$ cat config.mk
export PLATFORM = sky130hd
export DESIGN_NAME = vra_alu
export DESIGN_NICKNAME = d
export VERILOG_FILES = /design/src/rtl/core/vra_pkg.sv /design/src/rtl/core/vra_alu.sv
export SDC_FILE = /design/constraint.sdc
export NUM_CORES = 1
export LEC_CHECK = 0
export BUFFER_PORTS_ARGS = -buffer_cell sky130_fd_sc_hd__buf_2
export CORE_ASPECT_RATIO = 2
export CORE_UTILIZATION = 49
export DETAILED_ROUTE_END_ITERATION = 8
export PLACE_DENSITY = 0.94
export SLEW_MARGIN = 0
export SYNTH_ARGS = -nofsm -noshare
export SYNTH_HDL_FRONTEND = slang
export SYNTH_SLANG_ARGS = --single-unit
$ cat constraint.sdc
create_clock -name vclk -period 6.48
set_input_delay 0.972 -clock vclk [all_inputs]
set_output_delay 0.972 -clock vclk [all_outputs]
set_load 0.03 [all_outputs]
$ cat src/rtl/core/vra_pkg.sv
`default_nettype none
package vra_pkg;

  // Table and address geometry.
  localparam int MAX_RANGES = 64;
  localparam int PAGE_SHIFT = 12;
  localparam int ADDR_BITS  = 49;

  localparam int IDX_W = $clog2(MAX_RANGES);
  localparam int CNT_W = $clog2(MAX_RANGES + 2);
  localparam int ALU_W = ADDR_BITS + 1;

  localparam logic [ADDR_BITS-1:0] ADDR_MASK     = {ADDR_BITS{1'b1}};
  localparam logic [ADDR_BITS-1:0] PAGE_MASK     = ADDR_BITS'((64'd1 << PAGE_SHIFT) - 64'd1);
  localparam logic [ADDR_BITS-1:0] DEFAULT_LIMIT = ADDR_BITS'(64'd1 << (ADDR_BITS - 1));
  localparam logic [ADDR_BITS-1:0] MAX_RSIZE_IN  = ADDR_MASK - PAGE_MASK;

  // Command codes.
  localparam logic [1:0] CMD_ALLOC = 2'd0;
  localparam logic [1:0] CMD_FREE  = 2'd1;
  localparam logic [1:0] CMD_INIT  = 2'd2;

  // Status codes.
  localparam logic [1:0] ST_OK    = 2'd0;
  localparam logic [1:0] ST_BAD   = 2'd1;
  localparam logic [1:0] ST_NOFIT = 2'd2;
  localparam logic [1:0] ST_FULL  = 2'd3;

  // Configuration register indexes.
  localparam logic CFG_POOL_START = 1'b0;
  localparam logic CFG_POOL_LIMIT = 1'b1;

  typedef struct packed {
    logic [1:0]           cmd;
    logic [ADDR_BITS-1:0] length;
    logic [5:0]           align_shift;
    logic [ADDR_BITS-1:0] addr;
  } in_word_t;

  typedef struct packed {
    logic [1:0]           status;
    logic [ADDR_BITS-1:0] va;
  } out_word_t;

  typedef struct packed {
    logic [ADDR_BITS-1:0] base;
    logic [ADDR_BITS-1:0] len;
  } entry_t;

  typedef struct packed {
    logic             sub;
    logic [ALU_W-1:0] a;
    logic [ALU_W-1:0] b;
  } alu_req_t;

  typedef struct packed {
    logic [ALU_W-1:0] res;
    logic             ge;
  } alu_rsp_t;

endpackage
`default_nettype wire

$ cat src/rtl/core/vra_alu.sv
`default_nettype none
module vra_alu (
  input  vra_pkg::alu_req_t req,
  output vra_pkg::alu_rsp_t rsp
);
  import vra_pkg::*;

  logic [ALU_W:0] sum;

  // Add, or subtract through the inverted operand; the carry out of a
  // subtraction says a >= b.
  assign sum = {1'b0, req.a} + {1'b0, (req.sub ? ~req.b : req.b)} + {{ALU_W{1'b0}}, req.sub};
  assign rsp.res = sum[ALU_W-1:0];
  assign rsp.ge  = sum[ALU_W];

endmodule
`default_nettype wire

==> impl_summary.log, run 1 <==
[metrics] starting DRC count in detailed routing: 183
[metrics] num rows: 42
[metrics] Post-Route Utilization: 63.1%
[metrics] LEAKAGE: 2.12 nW
[metrics] number of antenna cells inserted: 0
[metrics] Largest stage delay, worst path: 540 ps
[metrics] postcts setup bufs: 0
[metrics] sequential group share of total power: 0%
[metrics] effective utilization at floorplan: 50.9%
[metrics] combinational group share of total power: 100.0%
[metrics] worst voltage drop across the vdd grid: 0.116 mV
[metrics] maximum operating frequency: 0.173 GHz
[metrics] final critical-path share of the clock period: 89.2%
[metrics] total length of routed wires: 10.9 mm
[metrics] count of filler cells inserted in the layout: 658
[metrics] Syn Area/Cell: 6.92 um^2
[metrics] overflow left after global routing: 0
[metrics] sequential-to-total area share from yosys stat: 0%
[metrics] instance area at placement: 4210 um^2
[metrics] post-route worst hold slack: 2260 ps
[metrics] endpoint type of the worst setup path: primary output
[metrics] critical path's top delay family: simple AND/OR/NAND/NOR gates
[metrics] fraction of post-synthesis cell area in the top cell type by area: 19.5%
[metrics] number of distinct library cell variants in the gate-level netlist after synthesis: 50
[metrics] number of search-and-repair iterations in the first detailed-routing pass: 4
[metrics] placeable core region: 6670 um^2
[metrics] number of top-level pins: 152
[metrics] library cell with the largest summed area after synthesis: ha_1
[metrics] top post-synthesis cells by area: ha_1 20%, xor2_1 17%, a21oi_1 8.1%
[metrics] Finish-stage setup viols: 0
[metrics] worst path buffer plus inverter count: 3
[metrics] maximum number of pins on one net before global-route repair: 34
[metrics] antenna violations before repair: 0
[metrics] vertical die dimension: 120 um
[metrics] port buffer count: 152
[metrics] Hold Crit Class: primary input to primary output
[metrics] count of synthesis-stage warnings from yosys: 0
[metrics] Post-CTS Resized: 0
[metrics] synthesized area: 3400 um^2
[metrics] max-capacitance violation count: 0
[metrics] Tmin final: 5780 ps
[metrics] worst path arrival time: 4810 ps
[metrics] data required time of the critical path: 5510 ps
[metrics] average wire per cell in the routed design: 15.3 um
[metrics] worst rel slew slack: 37.7%
[metrics] global-route wire length before repair: 17.5 mm
[metrics] launching element type of the critical path: primary input
[metrics] transition time of the tightest slew-check pin: 922 ps
[metrics] list of most frequent post-synthesis cells: 65 x xor2_1, 55 x a21oi_1, 53 x ha_1, 41 x nand2_1, 31 x nor2_1
[metrics] total negative slack: 0 ps
[metrics] half-perimeter wire length after detailed placement: 9.56 mm
[metrics] count leader, synth: xor2_1
[metrics] post-route antenna net violation count: 0
[metrics] hold_buf cts: 0
[metrics] remaining routing DRC violations: 0
[metrics] max-slew violation count: 0
[metrics] Via-to-Cell Ratio: 5.86
[metrics] post-route design area: 4210 um^2
[metrics] Clk network pwr share: 0%
[metrics] Net count, final: 781
[metrics] overall power consumption: 865 uW
[metrics] pwr/cell area: 206 nW/um^2
[metrics] CP max stage cell: or4_1
[metrics] net switching power: 570 uW
[metrics] clock buf count: 0
[metrics] internal power: 295 uW
[metrics] fraction of final layout cells sized beyond drive strength 1: 25.3%
[metrics] ordered list of cells on the worst path: buf_2 -> buf_12 -> xor2_1 -> ha_1 -> and4_1 -> nand3_1 -> or4_1 -> a211oi_2 -> nor3_1 -> o21ai_1 -> nand3_1 -> o311ai_0 -> buf_2
[metrics] Gate Count Post-Synth: 491
[metrics] Seq cells: 0
[metrics] fraction of power spent switching nets: 65.9%
[metrics] area of all sequential standard cells: 0 um^2
[metrics] synthesized netlist net count: 646
[metrics] via count of the first global-routing pass: 4202
[metrics] Die Span X: 60.9 um
[metrics] total track usage: 30.3%
[metrics] full die area: 7290 um^2
[metrics] RSZ-0062 raised after global routing: false
[metrics] RD Place Congestion: 1.02
[metrics] Final Hold Fails: 0
[metrics] via count: 4172
[metrics] post-synthesis to final-layout area growth: 24.0%
[metrics] critical setup path kind: primary input to primary output
[metrics] maximum fanout encountered on the critical timing path: 33
[metrics] status: finished, final reports clean
[worst paths after layout]
check	from	endpoint	slack (ps)	cells after the start
setup / recovery	req[100]	rsp[47]	700	13
hold / removal	req[50]	rsp[1]	2260	3
[per-stage QoR]
step / cells / worst slack (ps)
after floorplan: 491 / 539
after global placement: 712 / 866
after detailed placement: 712 / 797
after CTS: 712 / 791
after global routing: 712 / 457
final: 712 / 699
[cells in the final DEF (no fill, tap or decap), drive strengths merged, types with 2 or more instances in the layout]
cell,instances
a21o,24
a311oi,2
xor2,65
a31oi,13
inv,18
nand3,14
ha,53
nand2,41
nor3,14
nor4,3
a21boi,2
and3,5
xnor2,30
o31ai,4
or4,2
o21bai,10
and2,2
o21ai,30
o211ai,2
a21oi,55
nand3b,2
nor2,31
or3,3
buf,153
nand4,9
a211oi,8
nand2b,2
o21a,2
and4,3
nor2b,4
a221oi,4
[cell families (layout without fill, tap and decap cells)]
kind of cell	Yosys count	in the layout	share of synthesized area, %
fa+ha+maj	54	54	20.1
mux	1	1	0.332
compound gates	166	166	31.5
buf+inv	38	171	4.24
xor+xnor	95	95	24.5
simple gates	137	137	19.3
[power by group through the flow]
stage | combinational (mW) | clock (mW) | sequential (mW)
final | 0.865 | 0 | 0
after detailed placement | 0.857 | 0 | 0
after global routing | 0.933 | 0 | 0
after global placement | 0.849 | 0 | 0
after CTS | 0.861 | 0 | 0
after floorplan | 0.629 | 0 | 0
[layout make-up]
cell class                 instances  area, um^2  area share [%]
tap                               88         110            2.62
multi-input combinational        453        3250            77.2
inverter                          18        67.6            1.60
timing repair buffer             153         781            18.5
[routing by layer]
| metal | vias to the layer above | track usage (%) | part of all wire [%] |
|---|---|---|---|
| met5 | - | 0 | 0 |
| met4 | 0 | 13.6 | 5.1 |
| met3 | 47 | 1.62 | 3.8 |
| met2 | 157 | 61.4 | 57 |
| met1 | 1902 | 28.1 | 34 |
| li1 | 2066 | - | - |
Note: power is estimated with default switching activity, not from simulation.
==> run 2, diff against run 1 <==
Settings changed: REMOVE_ABC_BUFFERS set to 1.
==> run 2 against run 1 <==
Die area stayed put. First-iteration DRC count is 6.6% higher. Maximum frequency is 2.2% higher. Highest routed layer unchanged.
==> impl_summary.log, run 2 (synthesized netlist as in run 1, its figures left out) <==
[metrics] vertical die dimension: 120 um (unchanged)
[metrics] fraction of final layout cells sized beyond drive strength 1: 25.6% (+0.24 points)
[metrics] clock buf count: 0 (unchanged)
[metrics] instance area at placement: 4230 um^2 (+0.36%)
[metrics] combinational group share of total power: 100.0% (about the same)
[metrics] average wire per cell in the routed design: 15.3 um (+0.24%)
[metrics] CP max stage cell: or4_1
[metrics] pwr/cell area: 206 nW/um^2 (+0.30%)
[metrics] final critical-path share of the clock period: 87.3% (-1.9 points)
[metrics] total track usage: 30.1% (-0.22 points)
[metrics] launching element type of the critical path: primary input
[metrics] starting DRC count in detailed routing: 195 (+6.6%)
[metrics] half-perimeter wire length after detailed placement: 9.44 mm (-1.3%)
[metrics] sequential group share of total power: 0% (unchanged)
[metrics] Post-Route Utilization: 63.3% (+0.22 points)
[metrics] total negative slack: 0 ps (unchanged)
[metrics] leading cell type in the layout, fill and taps excluded: buf_2
[metrics] dpl ws: 975 ps (+177 ps)
[metrics] RSZ-0062 raised after global routing: false
[metrics] Die Span X: 60.9 um (unchanged)
[metrics] number of antenna cells inserted: 0 (unchanged)
[metrics] maximum fanout encountered on the critical timing path: 14 (-58%)
[metrics] global-route wire length before repair: 17.6 mm (+0.27%)
[metrics] area of all sequential standard cells: 0 um^2 (unchanged)
[metrics] via count: 4279 (+2.6%)
[metrics] endpoint type of the worst setup path: primary output
[metrics] post-route design area: 4230 um^2 (+0.36%)
[metrics] Post-CTS Resized: 0 (unchanged)
[metrics] Seq cells: 0 (unchanged)
[metrics] worst rel slew slack: 40.1% (+2.3 points)
[metrics] worst path arrival time: 4680 ps (-130 ps)
[metrics] count of filler cells inserted in the layout: 617 (-6.2%)
[metrics] number of search-and-repair iterations in the first detailed-routing pass: 5 (+1)
[metrics] remaining routing DRC violations: 0 (unchanged)
[metrics] Final Hold Fails: 0 (unchanged)
[metrics] ordered list of cells on the worst path: buf_2 -> buf_4 -> xor2_1 -> ha_1 -> and4_1 -> nand4_1 -> or4_1 -> a211oi_2 -> nor3_1 -> o21ai_1 -> nand3_1 -> o311ai_0 -> buf_2
[metrics] maximum number of pins on one net before global-route repair: 24 (-29%)
[metrics] critical setup path kind: primary input to primary output
[metrics] worst voltage drop across the vdd grid: 0.161 mV (+38%)
[metrics] post-route worst hold slack: 2290 ps (+26.8 ps)
[metrics] full die area: 7290 um^2 (unchanged)
[metrics] Finish-stage setup viols: 0 (unchanged)
[metrics] placeable core region: 6670 um^2 (unchanged)
[metrics] most used cells in the layout excluding fill and tap cells: 152 x buf_2, 65 x xor2_1, 55 x a21oi_1
[metrics] transition time of the tightest slew-check pin: 887 ps (-34.8 ps)
[metrics] internal power: 296 uW (+0.32%)
[metrics] Hold Crit Class: primary input to primary output
[metrics] postcts setup bufs: 0 (unchanged)
[metrics] crit path launch: req[100]
[metrics] Net count, final: 783 (+0.26%)
[metrics] port buffer count: 152 (unchanged)
[metrics] RD Place Congestion: 1.01 (-0.49%)
[metrics] post-route worst setup slack: 825 ps (+126 ps)
[metrics] total length of routed wires: 11.0 mm (+0.52%)
[metrics] Tmin final: 5660 ps (-126 ps)
[metrics] overflow left after global routing: 0 (unchanged)
[metrics] fraction of power spent switching nets: 66.0% (+0.12 points)
[metrics] status: finished, final reports clean
[metrics] worst min-delay path startpoint: req[0]
[metrics] Via-to-Cell Ratio: 5.99 (+2.3%)
[metrics] number of top-level pins: 152 (unchanged)
[metrics] max-slew violation count: 0 (unchanged)
[metrics] antenna violations before repair: 0 (unchanged)
[metrics] effective utilization at floorplan: 50.9% (unchanged)
[metrics] hold_buf cts: 0 (unchanged)
[metrics] cell repeated most along the worst path: buf_2
[metrics] num rows: 42 (unchanged)
[metrics] LEAKAGE: 2.13 nW (+0.45%)
[metrics] Clk network pwr share: 0% (unchanged)
[metrics] data required time of the critical path: 5510 ps (about the same)
[metrics] maximum operating frequency: 0.177 GHz (+2.2%)
[metrics] post-synthesis to final-layout area growth: 24.4%
[metrics] Largest stage delay, worst path: 510 ps (-30 ps)
[metrics] via count of the first global-routing pass: 4218 (+0.38%)
[metrics] post-route antenna net violation count: 0 (unchanged)
[metrics] max-capacitance violation count: 0 (unchanged)
[metrics] net switching power: 575 uW (+0.83%)
[run 2: critical path: cells and delay by family]
kind	cells	cell delay (ps)
xor gates and xnor gates	1	90
and+or+nand+nor	5	1210
adders and majority gates	1	370
buffers and inverters	3	870
AOI/OAI and AO/OA	3	1160
[run 2: power by group through the flow]
stage / Sequential (mW) / Clock, mW / Combinational, mW
6_report: 0 / 0 / 0.871
5_1_grt: 0 / 0 / 0.936
4_1_cts: 0 / 0 / 0.861
3_5_place_dp: 0 / 0 / 0.857
3_3_place_gp: 0 / 0 / 0.845
2_1_floorplan: 0 / 0 / 0.622
[run 2: worst paths after layout]
path	to	cells after the start
setup / recovery	rsp[47]	13
hold / removal	rsp[1]	3
[run 2: through the flow]
stage                     power, mW  std cells
after global placement        0.845        714
after detailed placement      0.857        714
final                         0.871        714
after floorplan               0.622        471
after global routing          0.936        714
after CTS                     0.861        714
[run 2: metal layers]
| layer | track usage, % | part of all wire [%] | up-vias |
|---|---|---|---|
| li1 | - | - | 2075 |
| met1 | 28.1 | 34 | 1964 |
| met2 | 61.7 | 57 | 193 |
| met3 | 1.94 | 5.2 | 47 |
| met4 | 11.4 | 3.9 | 0 |
| met5 | 0 | 0 | - |
[run 2: final cells by class]
cell class	count	area [um^2]	share of cell area, %
well taps	88	110	2.61
multi-input cells	453	3250	77.0
repair buffers	155	796	18.8
inverters	18	67.6	1.60
==> run 3, diff against run 2 <==
Settings changed: CORE_MARGIN set to 8.
==> run 3 against run 2 <==
Worst setup slack got worse by 300 ps. Critical path depth is 1 lower. Via count fell by 2.9%. Maximum frequency fell by 5.0%. Cell area fell by 0.41%. Worst hold slack worse by 11 ps. Largest cell class unchanged.
==> impl_summary.log, run 3 (synthesized netlist as in run 1, its figures left out) <==
[metrics] status: finished, final reports clean
[metrics] LEAKAGE: 2.12 nW (-0.44%)
[metrics] instance area at placement: 4210 um^2 (-0.41%)
[metrics] Final Hold Fails: 0 (unchanged)
[metrics] fraction of power spent switching nets: 66.0% (about the same)
[metrics] port buffer count: 152 (unchanged)
[metrics] maximum operating frequency: 0.168 GHz (-5.0%)
[metrics] via count of the first global-routing pass: 4153 (-1.5%)
[metrics] area of combinational cells with multiple inputs: 3250 um^2 (unchanged)
[metrics] Via-to-Cell Ratio: 5.81 (-3.0%)
[metrics] GRT met2 Usage: 37.1% (-25 points)
[metrics] effective utilization at floorplan: 49.7% (-1.2 points)
[metrics] layer with the highest usage: met2
[metrics] post-route design area: 4210 um^2 (-0.41%)
[metrics] total negative slack: 0 ps (unchanged)
[metrics] half-perimeter wire length after detailed placement: 9.63 mm (+2.0%)
[metrics] average wire per cell in the routed design: 15.6 um (+1.8%)
[metrics] RD Place Congestion: 0.945 (-6.5%)
[metrics] total length of routed wires: 11.2 mm (+1.9%)
[metrics] endpoint type of the worst setup path: primary output
[metrics] post-route worst hold slack: 2280 ps (-10.9 ps)
[metrics] post-synthesis to final-layout area growth: 23.9%
[metrics] maximum fanout encountered on the critical timing path: 29 (+15)
[metrics] full die area: 10000 um^2 (+37%)
[metrics] post-route antenna net violation count: 0 (unchanged)
[metrics] most used cells in the layout excluding fill and tap cells: 152 x buf_2, 65 x xor2_1, 55 x a21oi_1
[metrics] via count: 4155 (-2.9%)
[metrics] Hold Crit Class: primary input to primary output
[metrics] sequential group share of total power: 0% (unchanged)
[metrics] overflow left after global routing: 0 (unchanged)
[metrics] combinational group share of total power: 100.0% (about the same)
[metrics] worst path arrival time: 4980 ps (+300 ps)
[metrics] Finish-stage setup viols: 0 (unchanged)
[metrics] Net count, final: 782 (-0.13%)
[metrics] remaining routing DRC violations: 0 (unchanged)
[metrics] number of search-and-repair iterations in the first detailed-routing pass: 5 (unchanged)
[metrics] number of top-level pins: 152 (unchanged)
[metrics] fraction of final layout cells sized beyond drive strength 1: 25.4% (-0.12 points)
[metrics] pwr/cell area: 206 nW/um^2 (about the same)
[metrics] critical setup path kind: primary input to primary output
[metrics] clock buf count: 0 (unchanged)
[metrics] met3 Use GR: 4.22% (+2.3 points)
[metrics] Seq cells: 0 (unchanged)
[metrics] num rows: 43 (+2.4%)
[metrics] vertical die dimension: 134 um (+12%)
[metrics] total track usage: 21.7% (-8.4 points)
[metrics] worst rel slew slack: 47.0% (+6.9 points)
[metrics] postcts setup bufs: 0 (unchanged)
[metrics] net switching power: 573 uW (-0.33%)
[metrics] placeable core region: 6830 um^2 (+2.4%)
[metrics] antenna violations before repair: 0 (unchanged)
[metrics] RSZ-0062 raised after global routing: false
[metrics] global-route wire length before repair: 18.4 mm (+5.0%)
[metrics] leading cell type in the layout, fill and taps excluded: buf_2
[metrics] starting DRC count in detailed routing: 310 (+59%)
[metrics] max-capacitance violation count: 0 (unchanged)
[metrics] met1 Track Usage GR: 27.1% (-0.93 points)
[metrics] launching element type of the critical path: primary input
[metrics] internal power: 295 uW (-0.47%)
[metrics] maximum number of pins on one net before global-route repair: 30 (+25%)
[metrics] overall power consumption: 868 uW (-0.38%)
[metrics] transition time of the tightest slew-check pin: 795 ps (-92.4 ps)
[metrics] number of antenna cells inserted: 0 (unchanged)
[metrics] count of filler cells inserted in the layout: 671 (+8.8%)
[metrics] max-slew violation count: 0 (unchanged)
[metrics] Die Span X: 74.9 um (+23%)
[metrics] data required time of the critical path: 5510 ps (about the same)
[metrics] final critical-path share of the clock period: 91.9% (+4.6 points)
[metrics] worst voltage drop across the vdd grid: 0.118 mV (-27%)
[metrics] area of all sequential standard cells: 0 um^2 (unchanged)
[metrics] Tmin final: 5950 ps (+298 ps)
[metrics] Post-CTS Resized: 0 (unchanged)
[metrics] Clk network pwr share: 0% (unchanged)
[metrics] hold_buf cts: 0 (unchanged)
[run 3: stage by stage]
step / utilization (%) / setup slack (ps) / std cells
6_report: 61.6 / 526 / 715
3_3_place_gp: 61.6 / 591 / 715
4_1_cts: 61.6 / 515 / 715
2_1_floorplan: - / 1330 / 471
3_5_place_dp: 61.6 / 539 / 715
5_1_grt: 61.6 / 211 / 715
[run 3: layout make-up]
class	count	area share, %
timing repair buffer	154	18.4
multi-input combinational	453	77.3
inverter	18	1.61
tap	90	2.68
[run 3: worst paths after layout]
path	startpoint	endpoint	slack (ps)	cells past startpoint
min	req[50]	rsp[1]	2280	3
max	req[100]	rsp[48]	530	12
[run 3: power groups by stage]
| stage | Combinational (mW) | Clock, mW | Sequential [mW] |
|---|---|---|---|
| floorplan | 0.622 | 0 | 0 |
| global placement | 0.852 | 0 | 0 |
| detailed placement | 0.861 | 0 | 0 |
| CTS | 0.866 | 0 | 0 |
| global route | 0.938 | 0 | 0 |
| finish | 0.868 | 0 | 0 |
[run 3: worst max-delay path: stages]
cell and delay [ps]:
buf_2 600, xor2_1 200, ha_1 470, a21oi_1 170
o21ai_0 140, a2111oi_0 660, o21ai_0 270, a211oi_1 500
o41ai_1 230, a311oi_1 350, xnor2_1 160, buf_2 230
[run 3: layer usage]
metal  part of all wire, %  wire (um)  vias to the layer above
met2                    49       5420                      204
met3                   9.3       1040                       12
met1                    41       4630                     1871
met5                     0          0                        -
met4                  0.67         75                        0
li1                      -          -                     2068
